<file path="src/rtl/core/srb_pkg.sv">
// shared types and constants for the sequence reorder buffer
// request and result structs, status codes, controller command and status groups
// no dependencies
`timescale 1ns / 1ps
`default_nettype none

package srb_pkg;

   localparam int SEQ_BITS             = 32;
   localparam int PAYLOAD_BITS         = 64;
   localparam int DEFAULT_WINDOW_SLOTS = 64;

   localparam logic OP_DELIVER = 1'b0;
   localparam logic OP_FLUSH   = 1'b1;

   localparam logic [2:0] ST_RELEASED    = 3'd0;
   localparam logic [2:0] ST_FLUSHED     = 3'd1;
   localparam logic [2:0] ST_HELD        = 3'd2;
   localparam logic [2:0] ST_STALE       = 3'd3;
   localparam logic [2:0] ST_TOO_FAR     = 3'd4;
   localparam logic [2:0] ST_FLUSH_EMPTY = 3'd5;

   typedef enum logic [1:0] {
      SRC_REQUEST = 2'd0,
      SRC_SLOT    = 2'd1,
      SRC_ZERO    = 2'd2
   } emit_src_type;

   typedef struct packed {
      logic                    operation;
      logic [SEQ_BITS-1:0]     seq_number;
      logic [PAYLOAD_BITS-1:0] payload;
      logic                    has_task;
   } req_type;

   typedef struct packed {
      logic [2:0]              status;
      logic [SEQ_BITS-1:0]     out_seq_number;
      logic [PAYLOAD_BITS-1:0] out_payload;
      logic                    out_has_task;
      logic                    last;
   } rsp_type;

   typedef struct packed {
      logic [SEQ_BITS-1:0]     seq_number;
      logic [PAYLOAD_BITS-1:0] payload;
      logic                    has_task;
   } slot_entry_type;

   typedef struct packed {
      logic         load_req;
      logic         write_slot;
      logic         read_slot;
      logic         read_from_scan;
      logic         release_head;
      logic         release_scan;
      logic         scan_init;
      logic         scan_step;
      logic         flush_done;
      logic         emit;
      emit_src_type emit_src;
      logic [2:0]   emit_status;
      logic         emit_last;
   } ctrl_cmd_type;

   typedef struct packed {
      logic is_flush;
      logic is_stale;
      logic is_too_far;
      logic diff_zero;
      logic count_zero;
      logic count_one;
      logic head_next_valid;
      logic scan_valid;
   } dp_status_type;

endpackage

`default_nettype wire

</file>
<file path="src/rtl/core/srb_controller.sv">
// controller of the sequence reorder buffer: one-hot state machine that
// sequences decode, slot writes, in-order release and flush scan; uses srb_pkg
`timescale 1ns / 1ps
`default_nettype none

module srb_controller
   import srb_pkg::*;
(
   input  wire logic          clock,
   input  wire logic          reset,
   input  wire logic          start,
   input  wire dp_status_type status,
   output      logic          busy,
   output      ctrl_cmd_type  cmd
);

   typedef enum logic [5:0] {
      S_IDLE   = 6'b000001,
      S_DECIDE = 6'b000010,
      S_RREAD  = 6'b000100,
      S_REMIT  = 6'b001000,
      S_FSCAN  = 6'b010000,
      S_FEMIT  = 6'b100000
   } state_type;

   state_type state_ff, state_in;

   assign busy = (state_ff != S_IDLE);

   always_comb begin
      state_in = state_ff;
      cmd      = '0;
      case (state_ff)
         S_IDLE: begin
            if (start) begin
               cmd.load_req = 1'b1;
               state_in     = S_DECIDE;
            end
         end
         S_DECIDE: begin
            if (status.is_flush) begin
               if (status.count_zero) begin
                  cmd.emit        = 1'b1;
                  cmd.emit_src    = SRC_ZERO;
                  cmd.emit_status = ST_FLUSH_EMPTY;
                  cmd.emit_last   = 1'b1;
                  cmd.flush_done  = 1'b1;
                  state_in        = S_IDLE;
               end else begin
                  cmd.scan_init = 1'b1;
                  state_in      = S_FSCAN;
               end
            end else if (status.is_stale) begin
               cmd.emit        = 1'b1;
               cmd.emit_src    = SRC_REQUEST;
               cmd.emit_status = ST_STALE;
               cmd.emit_last   = 1'b1;
               state_in        = S_IDLE;
            end else if (status.is_too_far) begin
               cmd.emit        = 1'b1;
               cmd.emit_src    = SRC_REQUEST;
               cmd.emit_status = ST_TOO_FAR;
               cmd.emit_last   = 1'b1;
               state_in        = S_IDLE;
            end else begin
               cmd.write_slot = 1'b1;
               if (status.diff_zero) begin
                  state_in = S_RREAD;
               end else begin
                  cmd.emit        = 1'b1;
                  cmd.emit_src    = SRC_REQUEST;
                  cmd.emit_status = ST_HELD;
                  cmd.emit_last   = 1'b1;
                  state_in        = S_IDLE;
               end
            end
         end
         S_RREAD: begin
            cmd.read_slot = 1'b1;
            state_in      = S_REMIT;
         end
         S_REMIT: begin
            // burst ends where the next slot past head is empty
            cmd.emit         = 1'b1;
            cmd.emit_src     = SRC_SLOT;
            cmd.emit_status  = ST_RELEASED;
            cmd.emit_last    = !status.head_next_valid;
            cmd.release_head = 1'b1;
            state_in         = status.head_next_valid ? S_RREAD : S_IDLE;
         end
         S_FSCAN: begin
            if (status.scan_valid) begin
               cmd.read_slot      = 1'b1;
               cmd.read_from_scan = 1'b1;
               state_in           = S_FEMIT;
            end else begin
               cmd.scan_step = 1'b1;
            end
         end
         S_FEMIT: begin
            cmd.emit         = 1'b1;
            cmd.emit_src     = SRC_SLOT;
            cmd.emit_status  = ST_FLUSHED;
            cmd.emit_last    = status.count_one;
            cmd.release_scan = 1'b1;
            if (status.count_one) begin
               cmd.flush_done = 1'b1;
               state_in       = S_IDLE;
            end else begin
               state_in = S_FSCAN;
            end
         end
         default: begin
            state_in = S_IDLE;
         end
      endcase
   end

   always_ff @(posedge clock) begin
      if (reset) begin
         state_ff <= S_IDLE;
      end else begin
         state_ff <= state_in;
      end
   end

   a_accept_only_idle: assert property (@(posedge clock) disable iff (reset)
      cmd.load_req |-> (state_ff == S_IDLE) && start)
      else $error("request loaded outside idle");

   a_emit_last_returns_idle: assert property (@(posedge clock) disable iff (reset)
      (cmd.emit && cmd.emit_last) |=> (state_ff == S_IDLE))
      else $error("final result not followed by idle");

   a_flush_scan_nonempty: assert property (@(posedge clock) disable iff (reset)
      (state_ff == S_FSCAN) |-> !status.count_zero)
      else $error("flush scan with nothing held");

endmodule

`default_nettype wire

</file>
<file path="config.mk">
export PLATFORM = sky130hd
export DESIGN_NAME = srb_controller
export DESIGN_NICKNAME = d
export VERILOG_FILES = /design/src/rtl/core/srb_pkg.sv /design/src/rtl/core/srb_controller.sv
export SDC_FILE = /design/constraint.sdc
export NUM_CORES = 1
export LEC_CHECK = 0
export BUFFER_PORTS_ARGS = -buffer_cell sky130_fd_sc_hd__buf_2
export CAP_MARGIN = 10
export CORE_AREA = 3 3 40 42
export CTS_CLUSTER_DIAMETER = 150
export DETAILED_ROUTE_END_ITERATION = 10
export DIE_AREA = 0 0 43 45
export GPL_TIMING_DRIVEN = 0
export PLACE_DENSITY = 0.68
export SLEW_MARGIN = 40
export SYNTH_ARGS = -nofsm -noshare
export SYNTH_HDL_FRONTEND = slang
export SYNTH_SLANG_ARGS = --single-unit
export TNS_END_PERCENT = 100
</file>
<file path="constraint.sdc">
create_clock -name clock -period 1.59 [get_ports clock]
set_input_delay 0.0795 -clock clock [delete_from_list [all_inputs] [get_ports clock]]
set_output_delay 0.0795 -clock clock [all_outputs]
set_load 0.01 [all_outputs]
</file>
# After elaboration in Yosys (flattened, before gate mapping)

Index checks and enable logic that the tools add are counted.

Bits in registers: 6
Input bits: 11
Output and inout bits: 17
Word-level logic and storage cells: 47

Eq/ne operators: 9
Mux-type cells: 35
Reductions and logical operators: 2

Operators by type and width:

| operator                                       | count |
|---|---|
| case mux 6 bit (6 select lines)                | 1 |
| two-way mux 6 bit                              | 5 |
| two-way mux 7 bit                              | 4 |
| case mux 7 bit (3 select lines)                | 1 |
| two-way mux 1 bit                              | 16 |
| two-way mux 5 bit                              | 2 |
| two-way mux 8 bit                              | 1 |
| == test 6 x 1 -> 1 bit (second input constant) | 1 |
| == test 6 x 2 -> 1 bit (second input constant) | 1 |
| == test 6 x 3 -> 1 bit (second input constant) | 1 |
| == test 6 x 4 -> 1 bit (second input constant) | 1 |
| == test 6 x 5 -> 1 bit (second input constant) | 1 |
| == test 6 bit (second input constant)          | 1 |
| two-way mux 3 bit                              | 2 |
| != test 6 x 1 -> 1 bit (second input constant) | 1 |
| != test 2 bit (second input constant)          | 2 |
| case mux 1 bit (2 select lines)                | 2 |
| two-way mux 2 bit                              | 1 |
| AND reduction 2 bit                            | 1 |
| logical NOT 1 bit                              | 1 |

# Longest topological paths before layout

Depth after elaboration: 5
Depth in mapped cells: 5
Gate-level depth less buffers: 5

# Worst setup path before layout

No wires, ideal clock.

Path kind: reg-to-reg
From: register state_ff[3]
To: register state_ff[2]
Setup time: 0.066 ns
Data arrival time: 1.215 ns
Required time: 1.524 ns
Setup slack: 0.309 ns
Cell stages (with the launch flop): 5
Buffers on the path: 0
Clock period less this slack: 1.281 ns
Cell sequence: dfxtp_1 nor4_2 and4b_1 nand2_1 a21oi_2

Word-level cells in the longest chain between the ends: 3
Elaborated cells between the ends (all ways): 10
Classes of those cells: eq/ne (8); mux (1); reduce/logical (1)

RTL lines:

| what                                                                    | RTL line              | source |
|---|---|---|
| start: declaration                                                      | srb_controller.sv:26  | `state_type state_ff, state_in;` |
| start signal: assignment                                                | srb_controller.sv:123 | `state_ff <= state_in;` |
| == test 6 x 5 -> 1 bit / == test 6 x 1 -> 1 bit (equally long branches) | srb_controller.sv:33  | `case (state_ff)` |
| != test 2 bit (no source line)                                          | --                    |  |
| AND reduction 2 bit (no source line)                                    | --                    |  |

Several ways; a longest one is shown, not always the timed one.
A chain may end at the register's enable or synchronous reset.

==> summary.md <==
| Metric | Value |
|---|---|
| Switching Share | `30.8%` |
| YS warnings | `0` |
| Max-cap viol count | `0` |
| Hold path cells | `2` |
| Int Power | `approximately 0.3 mW` |
| RSZ-0062 raised after global routing | `yes` |
| Worst-Skew Late Latency | `250 ps` |
| Crit path capture type | `primary output` |
| Syn nets | `72` |
| Syn-to-layout area delta | `55.0%` |
| DRC viols | `0` |
| WL final | `1390 µm` |
| Placed wire-length estimate | `1030 µm` |
| Root Buffer | `clkbuf_4` |
| Largest register FFs | `6` |
| CTS buffer count | `3` |
| Post-synth top area share | `between 20% and 30%` |
| Number of placement rows | `13` |
| PortBufs | `27` |
| Nets@finish | `108` |
| CTS sink count | `6` |
| Largest net degree at the start of global routing | `7` |
| GR Util All Layers | `~16%` |
| Congestion Overflow GR | `0` |
| Full die area | `1940 µm²` |
| Gate Count Post-Synth | `61` |
| CTS tree | `done` |
| Cell taking the most area after synthesis | `dfxtp_1` |
| Avg WL per Cell | `12.6 µm` |
| Seq cells post-synth | `6` |
| Crit path max-delay cell type | `nor4_4` |
| R2R cell count | `5` |
| Vias in the first global route | `561` |
| Max-slew violation count | `0` |
| WP data arrival | `1490 ps` |
| Dominant cells by area after synthesis | `dfxtp_1 (25%), nor2_1 (8.7%), nand2_1 (6.3%)` |
| Worst slew margin | `roughly three quarters` |
| Final period util | `99.0%` |
| CTS clock-pin slew for the worst setup and hold paths | `50 ps` |
| Average vias per placed instance | `5.20` |
| Vias | `572` |
| Drt pass-1 iters | `4` |
| Commonest cells post-synth | `nor2_1 (11), nand2_1 (8), dfxtp_1 (6), inv_1 (3), nand3b_1 (3)` |
| Synth Area per Inst | `7.79 µm²` |
| Async set-reset flop share out of synthesis | `0%` |
| Core ar. | `1280 µm²` |
| Hold Violations, Final | `0` |
| # placed instances | `a little over 100` |
| Largest regs | `state_ff (6)` |
| CP peak stage delay | `400 ps` |
| # fillers | `around 110` |
| Critical path class | `flip-flop to primary output` |
| Status | `complete, no violations` |
| Register area share after synthesis | `approximately a quarter` |
| Final min period | `approximately 1600 ps` |
| Top Ports | `28` |
| Psw | `0.131 mW` |
| Worst Path Required | `roughly 1500 ps` |
| Pleak | `0.406 nW` |
| Clock power share | `34.2%` |
| Ys flop type | `dfxtp_1` |
| Max Root-Sink Buffers | `2` |
| Die Wd | `between 40 and 50 µm` |
| Reg power frac | `39.7%` |
| Pwr/cell area | `577 nW/µm²` |
| Final Non-Filler Cells | `110` |
| Most numerous cell in the Yosys netlist | `nor2_1` |
| FMAX | `635 MHz` |
| Cells along the critical path | `nor4_4 > nand3b_1 > nor2_2 > buf_2` |
| Ant diodes | `0` |
| Routed Antenna Nets | `0` |
| Clk_skew | `1.28 ps` |
| Comb pwr share | `26.0%` |
| Synth unique cells | `31` |
| Peak supply drop | `233 µV` |
| Biggest register | `state_ff` |
| H-tree depth | `1` |
| Number of DRC markers in iteration 0 | `5` |
| Worst Max-Slew Pin Slew | `390 ps` |
| GP Congestion | `0.768` |
| Worst-path maximum fanout | `5` |
| Finish-stage setup viols | `0` |
| Worst setup SP type | `flip-flop` |
| Synthesized cell area | `475 µm²` |
| Share of cells above drive strength 1 | `54.7%` |
| Post-synth EDFFs | `0` |
| First-pass GRT wire length | `2240 µm` |
| Finished Core Util | `57.4%` |
| Initial Utilization | `a little under two fifths` |
| Initial antenna violation count | `0` |
| Worst hold path type | `input pin to flip-flop` |
| Die Height | `45 µm` |
cells in the final DEF, fill, tap and decap left out:
cell type / netlist / layout
buf_2: 0 / 27
nor2_1: 11 / 10
nand2_1: 8 / 8
buf_4: 0 / 4
inv_1: 3 / 3
nand3b_1: 3 / 3
clkbuf_4: 0 / 3
nor4_4: 1 / 2
nand3_1: 2 / 2
nor2_2: 1 / 2
o21ai_2: 0 / 2
a21oi_2: 1 / 2
dfxtp_4: 0 / 2
dfxtp_2: 0 / 2
dfxtp_1: 6 / 2
nand3b_4: 0 / 1
clkinv_1: 1 / 1
nor2b_1: 1 / 1
nand2b_1: 1 / 1
or4b_1: 1 / 1
nand4_1: 1 / 1
nor4b_4: 0 / 1
o211ai_2: 1 / 1
nand2_2: 1 / 1
nor4b_2: 2 / 1
mux2i_1: 1 / 1
nand4b_1: 1 / 1
o21ai_1: 1 / 1
and4b_1: 1 / 1
nor3_2: 0 / 1
a31oi_1: 1 / 1
nor3_1: 2 / 1
xor2_1: 1 / 1
a211oi_1: 1 / 1
o311ai_1: 1 / 1
o31a_1: 1 / 1
power groups by stage:
stage / combinational (mW) / sequential [mW] / clock (mW)
after floorplan: 0.0575 / 0.168 / 0
final: 0.111 / 0.169 / 0.146
after detailed placement: 0.0939 / 0.170 / 0
after global routing: 0.122 / 0.169 / 0.160
after global placement: 0.0929 / 0.170 / 0
after CTS: 0.101 / 0.171 / 0.152
what timing repair did:
item,CTS,global route
hold buffers,0,0
cloned,0,0
setup buffers,1,3
endpoints found under the hold margin,0,0
pin swaps,3,11
resized for setup,7,9
endpoints found under the setup margin,7,12
cell type report:
cell class / count / area (µm²) / share of cell area, %
clock buffers: 3 / 22.5 / 3.06
inverters: 4 / 15.0 / 2.04
multi-input cells: 51 / 385 / 52.3
flip-flops and latches: 6 / 130 / 17.7
well taps: 15 / 18.8 / 2.55
repair buffers: 31 / 165 / 22.4
kinds of logic after synthesis:
kind of cell           after synthesis  share of synthesized area (%)
AND/OR/NAND/NOR                     39                           52.4
AO/OA/AOI/OAI                       10                           15.3
flip-flops                           6                           25.3
buffers and inverters                4                           3.16
XOR/XNOR                             1                           1.84
multiplexers                         1                           2.11
critical path: cells and delay by family (launching register included):
kind	cells	cell delay (ps)
buf+inv	1	140
flops	1	370
simple gates	3	730
worst paths after layout:
kind	startpoint	endpoint	slack (ps)
setup / recovery	state_ff[5]$_SDFFE_PP0P_	cmd[8]	20
hold / removal	reset	state_ff[5]$_SDFFE_PP0P_	6
setup reg to reg	state_ff[5]$_SDFFE_PP0P_	state_ff[0]$_SDFFE_PP1P_	150
hold reg to reg	state_ff[2]$_SDFFE_PP0P_	state_ff[3]$_SDFFE_PP0P_	610
layer usage:
metal  vias to the layer above  global-route usage (%)  wire (µm)
met4                         0                    11.4         15
met1                       243                    16.9        606
met5                         -                       0          0
met2                        36                    25.7        611
met3                         2                    4.78        152
li1                        291                       -          -
per-stage QoR:
stage	area (µm²)	hold slack (ps)	power (mW)	setup TNS [ps]	worst slack, ps
5_1_grt	737	14.8	0.452	-300	-68.9
3_3_place_gp	629	273	0.263	0	177
3_5_place_dp	629	272	0.264	0	162
6_report	737	5.76	0.426	0	16.1
4_1_cts	691	2.19	0.423	0	0.692
2_1_floorplan	475	152	0.226	0	309
Note: power is estimated with default switching activity, not from simulation.
